--- src/rtl/three_level_priority_arbiter_unit_assert.svh ---
// Assertion macros used by the arbiter top level.
`ifndef THREE_LEVEL_PRIORITY_ARBITER_UNIT_ASSERT_SVH
`define THREE_LEVEL_PRIORITY_ARBITER_UNIT_ASSERT_SVH
`ifndef SYNTHESIS
`define TLPA_ASSERT(lbl, clk, rst, prop, msg) \
  lbl: assert property (@(posedge clk) disable iff (rst) prop) else $error(msg);
`define TLPA_ASSERT_ALWAYS(lbl, clk, prop, msg) \
  lbl: assert property (@(posedge clk) prop) else $error(msg);
`else
`define TLPA_ASSERT(lbl, clk, rst, prop, msg)
`define TLPA_ASSERT_ALWAYS(lbl, clk, prop, msg)
`endif
`endif

--- src/rtl/tlpa_pkg.sv ---
`default_nettype none
package tlpa_pkg;

  localparam int QUEUE_DEPTH = 16;
  localparam int NUM_LEVELS  = 3;
  localparam int PTR_W       = $clog2(QUEUE_DEPTH);
  localparam int FILL_W      = $clog2(QUEUE_DEPTH + 1);
  localparam int RAM_DEPTH   = NUM_LEVELS * QUEUE_DEPTH;
  localparam int RAM_AW      = $clog2(RAM_DEPTH);
  localparam int TAG_W       = 16;
  localparam int CNT_W       = 8;

  localparam logic [1:0] CMD_PUSH     = 2'd0;
  localparam logic [1:0] CMD_DISPATCH = 2'd1;
  localparam logic [1:0] CMD_FLUSH    = 2'd2;

  localparam logic [1:0] PRIO_HIGH    = 2'd0;
  localparam logic [1:0] PRIO_MED     = 2'd1;
  localparam logic [1:0] PRIO_LOW     = 2'd2;

  localparam logic [1:0] LVL_HIGH     = 2'd0;
  localparam logic [1:0] LVL_MED      = 2'd1;
  localparam logic [1:0] LVL_LOW      = 2'd2;

  localparam logic [CNT_W-1:0] GRANT_LIMIT_RESET = CNT_W'(4);

  typedef struct packed {
    logic       push;
    logic       pop;
    logic       flush;
    logic       restart;
    logic [1:0] level;
  } dp_cmd_t;

  typedef struct packed {
    logic [NUM_LEVELS-1:0] not_empty;
    logic [NUM_LEVELS-1:0] full;
    logic                  high_ok;
    logic                  med_ok;
  } dp_status_t;

  // Each level owns one contiguous region of the shared tag RAM.
  function automatic logic [RAM_AW-1:0] level_base(input logic [1:0] lvl);
    logic [RAM_AW-1:0] base;
    unique case (lvl)
      LVL_MED: base = RAM_AW'(QUEUE_DEPTH);
      LVL_LOW: base = RAM_AW'(2 * QUEUE_DEPTH);
      default: base = '0;
    endcase
    return base;
  endfunction

endpackage
`default_nettype wire

--- src/rtl/tlpa_ram.sv ---
`default_nettype none
module tlpa_ram #(
  parameter int WIDTH  = 16,
  parameter int DEPTH  = 48,
  parameter int ADDR_W = $clog2(DEPTH)
) (
  input  wire logic              clk,
  input  wire logic              we,
  input  wire logic [ADDR_W-1:0] waddr,
  input  wire logic [WIDTH-1:0]  wdata,
  input  wire logic              re,
  input  wire logic [ADDR_W-1:0] raddr,
  output logic      [WIDTH-1:0]  rdata
);

  logic [WIDTH-1:0] mem [DEPTH];

  always_ff @(posedge clk) begin
    if (we) begin
      mem[waddr] <= wdata;
    end
    if (re) begin
      rdata <= mem[raddr];
    end
  end

endmodule
`default_nettype wire

--- src/rtl/tlpa_datapath.sv ---
`default_nettype none
module tlpa_datapath (
  input  wire logic                         clk,
  input  wire logic                         rst,
  input  wire tlpa_pkg::dp_cmd_t            dp_cmd,
  input  wire logic [tlpa_pkg::TAG_W-1:0]   request_tag,
  input  wire logic                         cfg_we,
  input  wire logic [tlpa_pkg::CNT_W-1:0]   cfg_data,
  output tlpa_pkg::dp_status_t              status,
  output logic      [tlpa_pkg::TAG_W-1:0]   grant_tag,
  output logic                              all_empty
);

  logic [tlpa_pkg::PTR_W-1:0]  rd_ptr [tlpa_pkg::NUM_LEVELS];
  logic [tlpa_pkg::PTR_W-1:0]  wr_ptr [tlpa_pkg::NUM_LEVELS];
  logic [tlpa_pkg::FILL_W-1:0] fill   [tlpa_pkg::NUM_LEVELS];
  logic [tlpa_pkg::CNT_W-1:0]  high_count;
  logic [tlpa_pkg::CNT_W-1:0]  med_count;
  logic [tlpa_pkg::CNT_W-1:0]  grant_limit;
  logic [tlpa_pkg::CNT_W-1:0]  rate_eff;
  logic                        pop_d;
  logic [tlpa_pkg::PTR_W-1:0]  rd_sel;
  logic [tlpa_pkg::PTR_W-1:0]  wr_sel;
  logic [tlpa_pkg::RAM_AW-1:0] waddr;
  logic [tlpa_pkg::RAM_AW-1:0] raddr;
  logic [tlpa_pkg::TAG_W-1:0]  rdata;

  function automatic logic [tlpa_pkg::PTR_W-1:0] ptr_inc(
    input logic [tlpa_pkg::PTR_W-1:0] p
  );
    return (p == tlpa_pkg::PTR_W'(tlpa_pkg::QUEUE_DEPTH - 1)) ? '0 : p + 1'b1;
  endfunction

  // A grant limit of zero behaves as one.
  assign rate_eff = (grant_limit == '0) ? tlpa_pkg::CNT_W'(1) : grant_limit;

  always_comb begin
    rd_sel = '0;
    wr_sel = '0;
    for (int i = 0; i < tlpa_pkg::NUM_LEVELS; i++) begin
      if (dp_cmd.level == 2'(i)) begin
        rd_sel = rd_ptr[i];
        wr_sel = wr_ptr[i];
      end
      status.not_empty[i] = (fill[i] != '0);
      status.full[i]      = (fill[i] == tlpa_pkg::FILL_W'(tlpa_pkg::QUEUE_DEPTH));
    end
    status.high_ok = (high_count < rate_eff);
    status.med_ok  = (med_count < rate_eff);
  end

  assign waddr = tlpa_pkg::level_base(dp_cmd.level) + tlpa_pkg::RAM_AW'(wr_sel);
  assign raddr = tlpa_pkg::level_base(dp_cmd.level) + tlpa_pkg::RAM_AW'(rd_sel);

  tlpa_ram #(
    .WIDTH (tlpa_pkg::TAG_W),
    .DEPTH (tlpa_pkg::RAM_DEPTH)
  ) u_ram (
    .clk   (clk),
    .we    (dp_cmd.push),
    .waddr (waddr),
    .wdata (request_tag),
    .re    (dp_cmd.pop),
    .raddr (raddr),
    .rdata (rdata)
  );

  always_ff @(posedge clk) begin
    if (rst) begin
      for (int i = 0; i < tlpa_pkg::NUM_LEVELS; i++) begin
        rd_ptr[i] <= '0;
        wr_ptr[i] <= '0;
        fill[i]   <= '0;
      end
      high_count  <= '0;
      med_count   <= '0;
      grant_limit <= tlpa_pkg::GRANT_LIMIT_RESET;
      pop_d       <= 1'b0;
    end else begin
      if (cfg_we) begin
        grant_limit <= cfg_data;
      end
      pop_d <= dp_cmd.pop;
      if (dp_cmd.flush) begin
        for (int i = 0; i < tlpa_pkg::NUM_LEVELS; i++) begin
          rd_ptr[i] <= '0;
          wr_ptr[i] <= '0;
          fill[i]   <= '0;
        end
        high_count <= '0;
        med_count  <= '0;
      end else if (dp_cmd.push) begin
        for (int i = 0; i < tlpa_pkg::NUM_LEVELS; i++) begin
          if (dp_cmd.level == 2'(i)) begin
            wr_ptr[i] <= ptr_inc(wr_ptr[i]);
            fill[i]   <= fill[i] + 1'b1;
          end
        end
      end else if (dp_cmd.pop) begin
        for (int i = 0; i < tlpa_pkg::NUM_LEVELS; i++) begin
          if (dp_cmd.level == 2'(i)) begin
            rd_ptr[i] <= ptr_inc(rd_ptr[i]);
            fill[i]   <= fill[i] - 1'b1;
          end
        end
        unique case (dp_cmd.level)
          tlpa_pkg::LVL_HIGH: begin
            high_count <= dp_cmd.restart ? tlpa_pkg::CNT_W'(1) : high_count + 1'b1;
            // A restart means every level with entries has used up its limit; counting begins again from zero.
            if (dp_cmd.restart) begin
              med_count <= '0;
            end
          end
          tlpa_pkg::LVL_MED: begin
            med_count  <= dp_cmd.restart ? tlpa_pkg::CNT_W'(1) : med_count + 1'b1;
            high_count <= '0;
          end
          default: begin
            high_count <= '0;
            med_count  <= '0;
          end
        endcase
      end
    end
  end

  assign grant_tag = pop_d ? rdata : '0;
  assign all_empty = (status.not_empty == '0);

endmodule
`default_nettype wire

--- src/rtl/tlpa_ctrl.sv ---
`default_nettype none
module tlpa_ctrl (
  input  wire logic                 clk,
  input  wire logic                 rst,
  input  wire logic                 start,
  input  wire logic [1:0]           cmd,
  input  wire logic [1:0]           priority_req,
  input  wire tlpa_pkg::dp_status_t status,
  output logic                      busy,
  output tlpa_pkg::dp_cmd_t         dp_cmd,
  output logic                      done,
  output logic                      push_accepted,
  output logic                      push_dropped,
  output logic                      grant_valid,
  output logic [1:0]                grant_level
);

  localparam logic ST_IDLE = 1'b0;
  localparam logic ST_RESP = 1'b1;

  logic       state;
  logic       state_next;
  logic       accept;
  logic [1:0] push_level;
  logic       push_accepted_next;
  logic       push_dropped_next;
  logic       grant_valid_next;
  logic [1:0] grant_level_next;

  // Every command completes without stalling, so a new beat is always welcome.
  assign busy   = 1'b0;
  assign accept = start && !busy;
  assign done   = (state == ST_RESP);

  always_comb begin
    unique case (priority_req)
      tlpa_pkg::PRIO_HIGH: push_level = tlpa_pkg::LVL_HIGH;
      tlpa_pkg::PRIO_LOW:  push_level = tlpa_pkg::LVL_LOW;
      default:             push_level = tlpa_pkg::LVL_MED;
    endcase
  end

  always_comb begin
    dp_cmd             = '0;
    push_accepted_next = 1'b0;
    push_dropped_next  = 1'b0;
    grant_valid_next   = 1'b0;
    grant_level_next   = tlpa_pkg::LVL_HIGH;
    state_next         = accept ? ST_RESP : ST_IDLE;
    if (accept) begin
      unique case (cmd)
        tlpa_pkg::CMD_PUSH: begin
          dp_cmd.level = push_level;
          if (status.full[push_level]) begin
            push_dropped_next = 1'b1;
          end else begin
            dp_cmd.push        = 1'b1;
            push_accepted_next = 1'b1;
          end
        end
        tlpa_pkg::CMD_DISPATCH: begin
          if (status.not_empty != '0) begin
            dp_cmd.pop       = 1'b1;
            grant_valid_next = 1'b1;
            priority if (status.not_empty[tlpa_pkg::LVL_HIGH] && status.high_ok) begin
              dp_cmd.level = tlpa_pkg::LVL_HIGH;
            end else if (status.not_empty[tlpa_pkg::LVL_MED] && status.med_ok) begin
              dp_cmd.level = tlpa_pkg::LVL_MED;
            end else if (status.not_empty[tlpa_pkg::LVL_LOW]) begin
              dp_cmd.level = tlpa_pkg::LVL_LOW;
            end else begin
              // Low is empty and each upper level with entries has spent its limit: start counting over.
              dp_cmd.restart = 1'b1;
              dp_cmd.level   = status.not_empty[tlpa_pkg::LVL_HIGH] ?
                               tlpa_pkg::LVL_HIGH : tlpa_pkg::LVL_MED;
            end
            grant_level_next = dp_cmd.level;
          end
        end
        tlpa_pkg::CMD_FLUSH: begin
          dp_cmd.flush = 1'b1;
        end
        default: begin
        end
      endcase
    end
  end

  always_ff @(posedge clk) begin
    if (rst) begin
      state         <= ST_IDLE;
      push_accepted <= 1'b0;
      push_dropped  <= 1'b0;
      grant_valid   <= 1'b0;
      grant_level   <= tlpa_pkg::LVL_HIGH;
    end else begin
      state         <= state_next;
      push_accepted <= push_accepted_next;
      push_dropped  <= push_dropped_next;
      grant_valid   <= grant_valid_next;
      grant_level   <= grant_level_next;
    end
  end

endmodule
`default_nettype wire

--- src/rtl/three_level_priority_arbiter_unit.sv ---
`default_nettype none
// Three-queue strict-priority tag scheduler with a starvation limit. A command beat is
// taken at every clock edge where start is high and busy is low; busy never rises, so
// one push, dispatch or flush can be issued each cycle. The result of a beat appears
// on the result ports in the next cycle, for exactly one cycle, marked by done; the
// receiver cannot stall it and must capture it then. The grant tag comes from the
// registered read port of the shared tag RAM holding all three queues. all_empty
// reports the queue state after the command. cfg_ready is always high. The user must
// write the grant limit (cfg_valid/cfg_data) while no command is in flight; unchecked.
`include "three_level_priority_arbiter_unit_assert.svh"
module three_level_priority_arbiter_unit (
  input  wire logic                       clk,
  input  wire logic                       rst,
  input  wire logic                       start,
  output logic                            busy,
  input  wire logic [1:0]                 cmd,
  input  wire logic [1:0]                 priority_req,
  input  wire logic [tlpa_pkg::TAG_W-1:0] request_tag,
  input  wire logic                       cfg_valid,
  output logic                            cfg_ready,
  input  wire logic [tlpa_pkg::CNT_W-1:0] cfg_data,
  output logic                            done,
  output logic                            push_accepted,
  output logic                            push_dropped,
  output logic                            grant_valid,
  output logic      [tlpa_pkg::TAG_W-1:0] grant_tag,
  output logic      [1:0]                 grant_level,
  output logic                            all_empty
);

  tlpa_pkg::dp_cmd_t    dp_cmd;
  tlpa_pkg::dp_status_t status;

  assign cfg_ready = 1'b1;

  tlpa_ctrl u_ctrl (
    .clk           (clk),
    .rst           (rst),
    .start         (start),
    .cmd           (cmd),
    .priority_req  (priority_req),
    .status        (status),
    .busy          (busy),
    .dp_cmd        (dp_cmd),
    .done          (done),
    .push_accepted (push_accepted),
    .push_dropped  (push_dropped),
    .grant_valid   (grant_valid),
    .grant_level   (grant_level)
  );

  tlpa_datapath u_datapath (
    .clk         (clk),
    .rst         (rst),
    .dp_cmd      (dp_cmd),
    .request_tag (request_tag),
    .cfg_we      (cfg_valid && cfg_ready),
    .cfg_data    (cfg_data),
    .status      (status),
    .grant_tag   (grant_tag),
    .all_empty   (all_empty)
  );

  `TLPA_ASSERT(a_beat_gives_result, clk, rst, (start && !busy) |=> done, "accepted beat gave no result")
  `TLPA_ASSERT(a_flags_only_on_done, clk, rst, (push_accepted || push_dropped || grant_valid) |-> done, "result flag outside done")
  `TLPA_ASSERT(a_stored_push_not_empty, clk, rst, push_accepted |-> !all_empty, "stored push but queues empty")
  `TLPA_ASSERT_ALWAYS(a_tag_needs_grant, clk, (grant_tag != '0) |-> grant_valid, "grant_tag without grant")

endmodule
`default_nettype wire

--- config.mk ---
export PLATFORM = sky130hd
export DESIGN_NAME = three_level_priority_arbiter_unit
export DESIGN_NICKNAME = d
export VERILOG_FILES = /design/src/rtl/tlpa_pkg.sv /design/src/rtl/tlpa_ram.sv /design/src/rtl/tlpa_datapath.sv /design/src/rtl/tlpa_ctrl.sv /design/src/rtl/three_level_priority_arbiter_unit.sv
export VERILOG_INCLUDE_DIRS = /design/src /design/src/rtl
export SDC_FILE = /design/constraint.sdc
export NUM_CORES = 1
export LEC_CHECK = 0
export BUFFER_PORTS_ARGS = -buffer_cell sky130_fd_sc_hd__buf_2
export CAP_MARGIN = 10
export CORE_MARGIN = 2
export CORE_UTILIZATION = 40
export CTS_CLUSTER_SIZE = 40
export DETAILED_ROUTE_END_ITERATION = 10
export PLACE_DENSITY = 0.53
export RECOVER_POWER = 25
export SETUP_SLACK_MARGIN = 0.02
export SLEW_MARGIN = 20
export SYNTH_ARGS = -nofsm -noshare
export SYNTH_HDL_FRONTEND = slang
export SYNTH_HIERARCHICAL = 1
export SYNTH_SLANG_ARGS = --single-unit
--- constraint.sdc ---
create_clock -name clk -period 6.7 [get_ports clk]
set_clock_uncertainty 0.05 [all_clocks]
set_input_delay 1.34 -clock clk [delete_from_list [all_inputs] [get_ports clk]]
set_output_delay 1.34 -clock clk [all_outputs]
set_load 0.005 [all_outputs]
==> results.py, run 1 <==
metrics = {
    "outcome": {
        "outcome": "complete, but fails checks",
        "violations": "capacitance limit, slew limit",
    },
    "worst_hold_path": {
        "min_from": "u_datapath/grant_limit[3]",
        "min_path_type": "register to register",
    },
    "pwr": {
        "ir_drop_mv": 0.199,
        "p_sw_mw": 2.67,
        "p_int_mw": 9.00,
        "clkPwrFrac": 0.413,
        "power_frac_seq": 0.509,
        "power_density_nw_per_um2": 296,
        "comb_power_share": 0.078,
        "p_leak_nw": 12.8,
        "swShare": 0.229,
    },
    "yosys": {
        "netlist_area_sq_um": 34700,
        "yosys.area_share.adder": 0.0101,
        "synth.net_count": 2009,
        "synth-xor-area-share": 0.00479,
        "synth-edff-count": 823,
        "synth-seq-area-share": 0.729,
        "synth-simple-area-share": 0.0407,
        "synth_top_family_by_area": "multiplexers",
        "ys.flop_type": "edfxtp_1",
        "ys.warnings.count": 6,
        "synth_compound_area_frac": 0.0637,
        "syn_inst": 1949,
        "avgSynthCellArea_sq_um": 17.8,
        "ys_types": 64,
        "synth-seq-cells": 854,
        "async_flop_share": 0,
        "synth.area.mux_share": 0.130,
    },
    "cts": {
        "clock_latency_ns": 0.65,
        "clock-sinks": 854,
        "cts_max_level": 3,
        "cts_root_buf": "clkbuf_16",
        "cts_hold_buffers": 0,
        "clk_pin_slew_worst_paths_ns": 0.06,
        "clock_path_buffers": 3,
        "cts_resized": 0,
        "post_cts_buffers": 0,
        "cts_tree": "built",
        "cts_made_buffers": 91,
    },
    "route": {
        "wl_met1_microns": 38500,
        "dr_wl_met3_microns": 5240,
        "drtIter0Drc": 1428,
        "num_vias": 18379,
        "finalWirelength_microns": 88000,
        "drc": 0,
        "routed.top_layer": "met4",
        "via_per_inst": 5.55,
        "wl_met2_microns": 41600,
        "first_pass_iters": 5,
        "drt.antenna.violating_nets": 0,
        "routedWlPerCell_microns": 26.6,
    },
    "die": {
        "dieArea_sq_um": 89200,
        "dieWidth_microns": 299,
        "ios": 57,
        "die_y_microns": 299,
        "rows": 108,
        "core-area_sq_um": 86500,
        "start_util": 0.402,
    },
    "layout": {
        "final_cell_mix": "823 x edfxtp_1, 272 x mux2i_1, 94 x clkbuf_16, 82 x nor2_1, 80 x mux4_2",
        "final_common_cell": "edfxtp_1",
        "area.growth.synth_to_final_pct": 13.7,
        "drive_gt1_frac": 0.178,
        "design_area_sq_um": 39500,
        "nets": 2137,
    },
    "worst_setup_path": {
        "crit_start": "u_datapath/grant_limit[3]",
        "required_ns": 7.10,
        "path_max_fanout": 45,
        "cp-end-kind": "register",
        "cp_slowest_cell": "a221oi_1",
        "path_cells": "inv_1 > ha_1 > a211o_1 > or3_1 > a221oi_1 > a22oi_1 > nand2_1 > o21ai_2 > nand2b_1 > clkinv_1 > nand2_1 > o21ai_4 > buf_12 > buf_4 > buf_4 > mux2i_1 > a22o_1 > a221oi_1 > o22ai_1 > o41ai_2",
        "slowest_delay_ns": 0.47,
        "cp-start-kind": "register",
        "reg2reg_from": "u_datapath/grant_limit[3]",
        "cp_data_arrival_time_ns": 6.21,
        "worstSetupPathType": "register to register",
    },
    "grt": {
        "antenna_found_initial": 4,
        "grt.total_usage": 0.197,
        "grt_max_degree": 96,
        "grt_pass1_wl_microns": 128000,
        "overflow": 0,
        "grt_pass1_vias": 18643,
    },
    "placement": {
        "hpwl_microns": 51000,
        "gp_congestion": 0.803,
        "pre_cts_ws_ns": 0.935,
        "post_dp_cell_area_sq_um": 36600,
        "port_buffers": 54,
    },
    "sta": {
        "min_period_ns": 5.81,
        "slew_viol_final": 579,
        "fin_crit_sh": 0.867,
        "finalWorstSetupSlack_ns": 0.889,
        "rsz0062_at_grt": "no",
        "hold_viol_final": 0,
        "fmax_mhz": 172,
        "tightestPinTransition_ns": 2.85,
        "relSlewSlack": -0.900,
        "finalSetupViolations": 0,
        "tns_ns": 0,
    },
    "flow_run": {
        "maxCapViolCount": 12,
    },
}
==> power by group through the flow <==
stage               Combinational (mW)  Clock, mW  Sequential, mW
floorplan                        0.594          0            6.03
global placement                 0.914          0            6.04
detailed placement               0.927          0            6.05
CTS                              0.929       4.94            5.93
global route                     0.980       5.15            5.94
finish                           0.915       4.82            5.94
==> area by class of cell <==
type,count,area [sq um]
fillers,7432,47000
flip-flops and latches,854,25300
multi-input cells,965,8780
clock buffers,114,2450
well taps,1155,1450
repair buffers,141,973
clock inverters,55,423
inverters,24,90.1
diodes,5,12.5
==> synth_stat cells (28+ instances only) <==
cell	number	share of area
nand2_1	50	0.0054
mux4_2	80	0.052
a21oi_1	56	0.0081
clkbuf_1	30	0.0032
nor2_1	93	0.010
ha_1	28	0.010
edfxtp_1	823	0.71
a221oi_1	39	0.0098
a22o_1	32	0.0081
dfxtp_1	31	0.018
a22oi_1	71	0.015
mux2i_1	272	0.078
==> critical path, delay by kind of cell, from the launching register on <==
family / cells / cell delay, ns
adder cells (fa/ha/maj): 1 / 0.31
buffers and inverters: 5 / 1.49
AND/OR/NAND/NOR: 4 / 0.93
multiplexers: 1 / 0.13
AO/OA/AOI/OAI: 9 / 2.35
flip-flops: 1 / 0.33
==> registers in the layout, indices dropped and copies added, names as in the netlist, 2 cells and up <==
name and cells:
u_datapath/med_count 8, u_ctrl/grant_level 2, u_datapath/wr_ptr 12, u_datapath/high_count 8
u_datapath/fill 15, u_datapath/grant_limit 8, u_datapath/rd_ptr 12, u_datapath/u_ram/mem 768
u_datapath/u_ram/rdata 16
==> kinds of logic after synthesis <==
family / Yosys count
flops: 854
mux: 352
compound gates: 290
simple gates: 274
buf+inv: 130
fa+ha+maj: 28
xor+xnor: 19
other cells: 2
==> metrics by stage <==
step	total power, mW	hold slack [ns]	std cells	utilization
finish	11.7	0.451	3313	0.457
global route	12.1	0.488	3308	0.457
CTS	11.8	0.458	3306	0.457
detailed placement	6.97	0.442	3137	0.424
global placement	6.96	0.430	3137	0.424
floorplan	6.63	0.410	1949	-
==> per-layer routing <==
layer	vias to the layer above	global-route usage
met5	-	0
met4	0	0.0662
li1	8138	-
met2	520	0.313
met1	9574	0.276
met3	147	0.0342
==> final timing paths <==
check | depth (start not counted) | slack [ns] | end
setup / recovery | 20 | 0.89 | u_datapath/u_ram/rdata[4]
hold / removal | 2 | 0.45 | u_datapath/grant_limit[3]
setup reg to reg | 20 | 0.89 | u_datapath/u_ram/rdata[4]
hold reg to reg | 2 | 0.45 | u_datapath/grant_limit[3]
(Power assumes the default switching activity.)
==> inputs of run 2 (changes only) <==
- MAX_ROUTING_LAYER: default -> met4
==> run 2 against run 1 <==
- the flow still finishes with violations (capacitance limit, slew limit)
- non-clock buffer count unchanged
- design area about the same
- fmax rose by 0.47%
- global-route usage is 0.60 points higher
- clock power is essentially flat
- register-to-register slack better by 0.03 ns
==> results.py, run 2 (same netlist as run 1, synthesis figures left out) <==
metrics = {
    "outcome": {
        "outcome": "complete, but fails checks",
        "violations": "capacitance limit, slew limit",
    },
    "cts": {
        "cts_resized": 0,
        "cts_hold_buffers": 0,
        "clock-sinks": 854,
        "cts_max_level": 3,
        "clock_latency_ns": 0.65,
        "clk_pin_slew_worst_paths_ns": 0.06,
        "cts_root_buf": "clkbuf_16",
        "clock_path_buffers": 3,
        "post_cts_buffers": 0,
        "cts_tree": "built",
        "cts_made_buffers": 91,
    },
    "layout": {
        "area.growth.synth_to_final_pct": 13.7,
        "final_cell_mix": "823 x edfxtp_1, 272 x mux2i_1, 94 x clkbuf_16, 82 x nor2_1, 80 x mux4_2",
        "final_common_cell": "edfxtp_1",
        "largest_reg_flops": 768,
        "regMostFlops": "u_datapath/u_ram/mem",
        "nets": 2137,
        "reg.largest.list": "u_datapath/u_ram/mem (768), u_datapath/u_ram/rdata (16), u_datapath/fill (15)",
        "design_area_sq_um": 39500,
        "drive_gt1_frac": 0.178,
        "num-fill-cells": 7437,
    },
    "grt": {
        "antenna_found_initial": 4,
        "grt_pass1_wl_microns": 128000,
        "overflow": 0,
        "grt_pass1_vias": 18701,
        "grt_max_degree": 96,
        "grt.total_usage": 0.203,
    },
    "route": {
        "num_vias": 18330,
        "drtIter0Drc": 1394,
        "drc": 0,
        "finalWirelength_microns": 88000,
        "via_per_inst": 5.54,
        "routedWlPerCell_microns": 26.6,
        "first_pass_iters": 5,
        "drt.antenna.violating_nets": 0,
    },
    "worst_setup_path": {
        "path_depth": 20,
        "cp-end-kind": "register",
        "required_ns": 7.10,
        "slowest_delay_ns": 0.47,
        "cp_slowest_cell": "a221oi_1",
        "path_max_fanout": 45,
        "path_buf_inv": 5,
        "reg2regPathDepth": 20,
        "worstSetupPathType": "register to register",
        "path_cells": "inv_1 > ha_1 > a211o_1 > or3_1 > a221oi_1 > a22oi_1 > nand2_1 > o21ai_2 > nand2b_1 > clkinv_1 > nand2_1 > o21ai_4 > buf_12 > buf_4 > buf_4 > mux2i_1 > a22o_1 > a221oi_1 > o22ai_1 > o41ai_2",
        "crit_family": "compound AO/OA/AOI/OAI gates",
        "cp_data_arrival_time_ns": 6.19,
        "cp-start-kind": "register",
    },
    "placement": {
        "port_buffers": 54,
        "post_dp_cell_area_sq_um": 36600,
        "gp_congestion": 0.815,
        "hpwl_microns": 51000,
    },
    "pwr": {
        "p_leak_nw": 12.8,
        "ir_drop_mv": 0.200,
        "swShare": 0.229,
        "comb_power_share": 0.078,
        "p_int_mw": 9.00,
        "power_frac_seq": 0.509,
        "total_power_mw": 11.7,
        "clkPwrFrac": 0.413,
        "p_sw_mw": 2.67,
        "power_density_nw_per_um2": 296,
    },
    "die": {
        "core-area_sq_um": 86500,
        "ios": 57,
        "dieArea_sq_um": 89200,
        "start_util": 0.402,
        "die_y_microns": 299,
        "rows": 108,
        "dieWidth_microns": 299,
    },
    "sta": {
        "tightestPinTransition_ns": 2.86,
        "fmax_mhz": 173,
        "slew_viol_final": 576,
        "finalSetupViolations": 0,
        "hold_viol_final": 0,
        "tns_ns": 0,
        "min_period_ns": 5.78,
        "rsz0062_at_grt": "no",
        "relSlewSlack": -0.908,
        "fin_crit_sh": 0.863,
    },
    "worst_hold_path": {
        "min_path_type": "register to register",
        "worstHoldPathCells": 2,
    },
    "flow_run": {
        "maxCapViolCount": 12,
    },
}
==> run 2: final timing paths <==
kind	from	end	slack, ns
setup / recovery	u_datapath/grant_limit[3]	u_datapath/u_ram/rdata[4]	0.92
hold / removal	u_datapath/grant_limit[3]	u_datapath/grant_limit[3]	0.45
setup reg to reg	u_datapath/grant_limit[3]	u_datapath/u_ram/rdata[4]	0.92
hold reg to reg	u_datapath/grant_limit[3]	u_datapath/grant_limit[3]	0.45
==> run 2: worst reg2reg max path, stage by stage, from the launching register on <==
cell and delay, ns:
dfxtp_1 0.33, inv_1 0.08, ha_1 0.30, a211o_1 0.32, or3_1 0.36, a221oi_1 0.47, a22oi_1 0.17, nand2_1 0.15
o21ai_2 0.15, nand2b_1 0.29, clkinv_1 0.20, nand2_1 0.13, o21ai_4 0.16, buf_12 0.35, buf_4 0.47, buf_4 0.42
mux2i_1 0.13, a22o_1 0.24, a221oi_1 0.24, o22ai_1 0.22, o41ai_2 0.38
==> run 2: power groups by stage <==
stage | clock network (mW) | registers [mW] | logic, mW
detailed placement | 0 | 6.05 | 0.927
global placement | 0 | 6.04 | 0.914
global route | 5.15 | 5.94 | 0.980
finish | 4.82 | 5.94 | 0.916
CTS | 4.94 | 5.93 | 0.929
floorplan | 0 | 6.03 | 0.594
==> run 2: area by class of cell <==
cell class / count / area, sq um / area share
multi-input combinational: 965 / 8780 / 0.222
sequential: 854 / 25300 / 0.641
tap: 1155 / 1450 / 0.0366
clock inverter: 55 / 423 / 0.0107
antenna: 2 / 5.00 / 0.000127
timing repair buffer: 141 / 973 / 0.0246
clock buffer: 114 / 2450 / 0.0620
inverter: 24 / 90.1 / 0.00228
==> run 2: metal layers <==
| metal | track usage | routed length, microns |
|---|---|---|
| met1 | 0.277 | 38900 |
| met2 | 0.312 | 41600 |
| met3 | 0.0342 | 4950 |
| met4 | 0.0662 | 2590 |
| met5 | - | 0 |
==> run 2: stage by stage <==
stage / hold slack [ns] / setup slack (ns) / cells / utilization
finish: 0.451 / 0.916 / 3310 / 0.457
global route: 0.488 / 0.487 / 3308 / 0.457
CTS: 0.458 / 0.897 / 3306 / 0.457
detailed placement: 0.442 / 0.935 / 3137 / 0.424
global placement: 0.430 / 1.11 / 3137 / 0.424
floorplan: 0.410 / 1.99 / 1949 / -
==> inputs of run 3 (changes only) <==
- clock period: 6.7 -> 6 ns (I/O delays scaled with it)
==> run 3 against run 2 <==
- the flow still finishes with violations (capacitance limit, slew limit)
- hold slack got worse by 0.0066 ns
- non-clock buffer count increased by 29
- clock power increased by 13%
- combinational power up 14%
- first-iteration DRC count up 14%
- flip-flop and latch count unchanged
- cell count rose by 0.63%
- core utilization grew 0.32 points
- critical path depth decreased by 3
- via count grew 1.3%
- critical path type unchanged
- highest routed layer unchanged
==> results.py, run 3 (same netlist as run 1, synthesis figures left out) <==
metrics = {
    "worst_setup_path": {
        "slowest_delay_ns": 0.53,
        "path_buf_inv": 4,
        "cp_slowest_cell": "a221oi_1",
        "path_max_fanout": 53,
        "cp-start-kind": "register",
        "crit_start": "u_datapath/grant_limit[3]",
        "path_cells": "inv_1 > ha_1 > a211o_1 > or3_1 > a221oi_1 > a21boi_0 > o21ai_0 > o22ai_2 > buf_4 > o21ai_4 > buf_12 > buf_12 > mux2i_1 > a22o_1 > a221oi_1 > o22ai_1 > o41ai_2",
        "worstSetupPathType": "register to register",
        "cp-end-kind": "register",
        "cp_data_arrival_time_ns": 5.79,
        "crit_family": "compound AO/OA/AOI/OAI gates",
        "reg2reg_from": "u_datapath/grant_limit[3]",
        "required_ns": 6.39,
    },
    "grt": {
        "grt_pass1_vias": 18466,
        "overflow": 0,
        "antenna_found_initial": 3,
        "grt.total_usage": 0.203,
        "grt_pass1_wl_microns": 129000,
        "grt_max_degree": 65,
    },
    "sta": {
        "tightestPinTransition_ns": 2.69,
        "timing.hold.ws_ns": 0.445,
        "min_period_ns": 5.41,
        "slew_viol_final": 528,
        "fin_crit_sh": 0.901,
        "fmax_mhz": 185,
        "relSlewSlack": -0.794,
        "rsz0062_at_grt": "no",
        "finalWorstSetupSlack_ns": 0.594,
        "tns_ns": 0,
        "finalSetupViolations": 0,
        "hold_viol_final": 0,
    },
    "placement": {
        "hpwl_microns": 52900,
        "dp.cells": 3167,
        "post_dp_cell_area_sq_um": 36900,
        "port_buffers": 54,
        "gp_congestion": 0.821,
        "pre_cts_ws_ns": 0.515,
    },
    "outcome": {
        "violations": "capacitance limit, slew limit",
        "outcome": "complete, but fails checks",
    },
    "cts": {
        "clk_pin_slew_worst_paths_ns": 0.06,
        "clock_path_buffers": 3,
        "cts_tree": "built",
        "cts_hold_buffers": 0,
        "cts_made_buffers": 88,
        "cts_max_level": 3,
        "cts_root_buf": "clkbuf_16",
        "post_cts_buffers": 0,
        "cts_resized": 0,
        "clock_latency_ns": 0.63,
        "clock-sinks": 854,
    },
    "route": {
        "wl_met2_microns": 43200,
        "num_vias": 18567,
        "drt.antenna.violating_nets": 0,
        "drtIter0Drc": 1589,
        "drc": 0,
        "wl_met1_microns": 39100,
        "routed.top_layer": "met4",
        "finalWirelength_microns": 88100,
        "dr_wl_met3_microns": 3910,
        "via_per_inst": 5.57,
        "first_pass_iters": 5,
        "routedWlPerCell_microns": 26.4,
    },
    "worst_hold_path": {
        "min_path_type": "register to register",
        "min_from": "u_datapath/grant_limit[3]",
    },
    "layout": {
        "utilization": 0.460,
        "drive_gt1_frac": 0.187,
        "area.growth.synth_to_final_pct": 14.5,
        "design_area_sq_um": 39800,
        "regMostFlops": "u_datapath/u_ram/mem",
        "layout.cells.non_filler": 3331,
        "final_common_cell": "edfxtp_1",
        "largest_reg_flops": 768,
        "nets": 2163,
        "reg.largest.list": "u_datapath/u_ram/mem (768), u_datapath/u_ram/rdata (16), u_datapath/fill (15)",
        "final_cell_mix": "823 x edfxtp_1, 272 x mux2i_1, 104 x buf_4, 90 x clkbuf_16, 82 x nor2_1",
    },
    "flow_run": {
        "maxCapViolCount": 11,
    },
    "pwr": {
        "ir_drop_mv": 0.203,
        "p_leak_nw": 12.9,
        "total_power_mw": 13.1,
        "power_density_nw_per_um2": 330,
    },
    "die": {
        "dieArea_sq_um": 89200,
        "dieWidth_microns": 299,
        "start_util": 0.402,
        "rows": 108,
        "core-area_sq_um": 86500,
        "ios": 57,
        "die_y_microns": 299,
    },
}
## run 3: cell count changes in the layout (fill, tap and decap cells not counted), moves of 4 or more
| cell | delta |
|---|---|
| clkbuf_16 | -4 |
| clkinv_2 | -11 |
| buf_4 | +25 |
| clkinv_1 | -5 |
| clkinvlp_4 | +4 |
| buf_12 | +5 |
| bufinv_16 | +6 |
## run 3: final timing paths
kind | slack (ns) | depth (start not counted) | end
worst min-delay path | 0.44 | 2 | u_datapath/grant_limit[3]
worst min register to register | 0.44 | 2 | u_datapath/grant_limit[3]
worst max register to register | 0.59 | 17 | u_datapath/u_ram/rdata[1]
worst max-delay path | 0.59 | 17 | u_datapath/u_ram/rdata[1]
## run 3: per-layer routing
metal  GRT usage  up-vias
met5           -        -
met4      0.0514        0
met3      0.0273      109
met2       0.328      416
met1       0.273     9854
li1            -     8188
## run 3: layout make-up
type                       count  area (sq um)
multi-input combinational    965          8780
antenna                        4          10.0
inverter                      24          90.1
clock buffer                 111          2330
clock inverter                48           526
sequential                   854         25300
tap                         1155          1450
timing repair buffer         170          1260
fill                        7417         46700
## run 3: tightest hold or removal path, stage by stage (launching register included)
cell,delay [ns]
dfxtp_1,0.33
mux2i_1,0.06
nor2_1,0.07
## run 3: power by group
| part | switching, mW | leakage (nW) | internal, mW | total (mW) |
|---|---|---|---|---|
| logic | 0.634 | 3.82 | 0.410 | 1.04 |
| clock network | 2.26 | 1.38 | 3.19 | 5.44 |
| registers | 0.0386 | 7.71 | 6.59 | 6.63 |
| total | 2.93 | 12.9 | 10.2 | 13.1 |
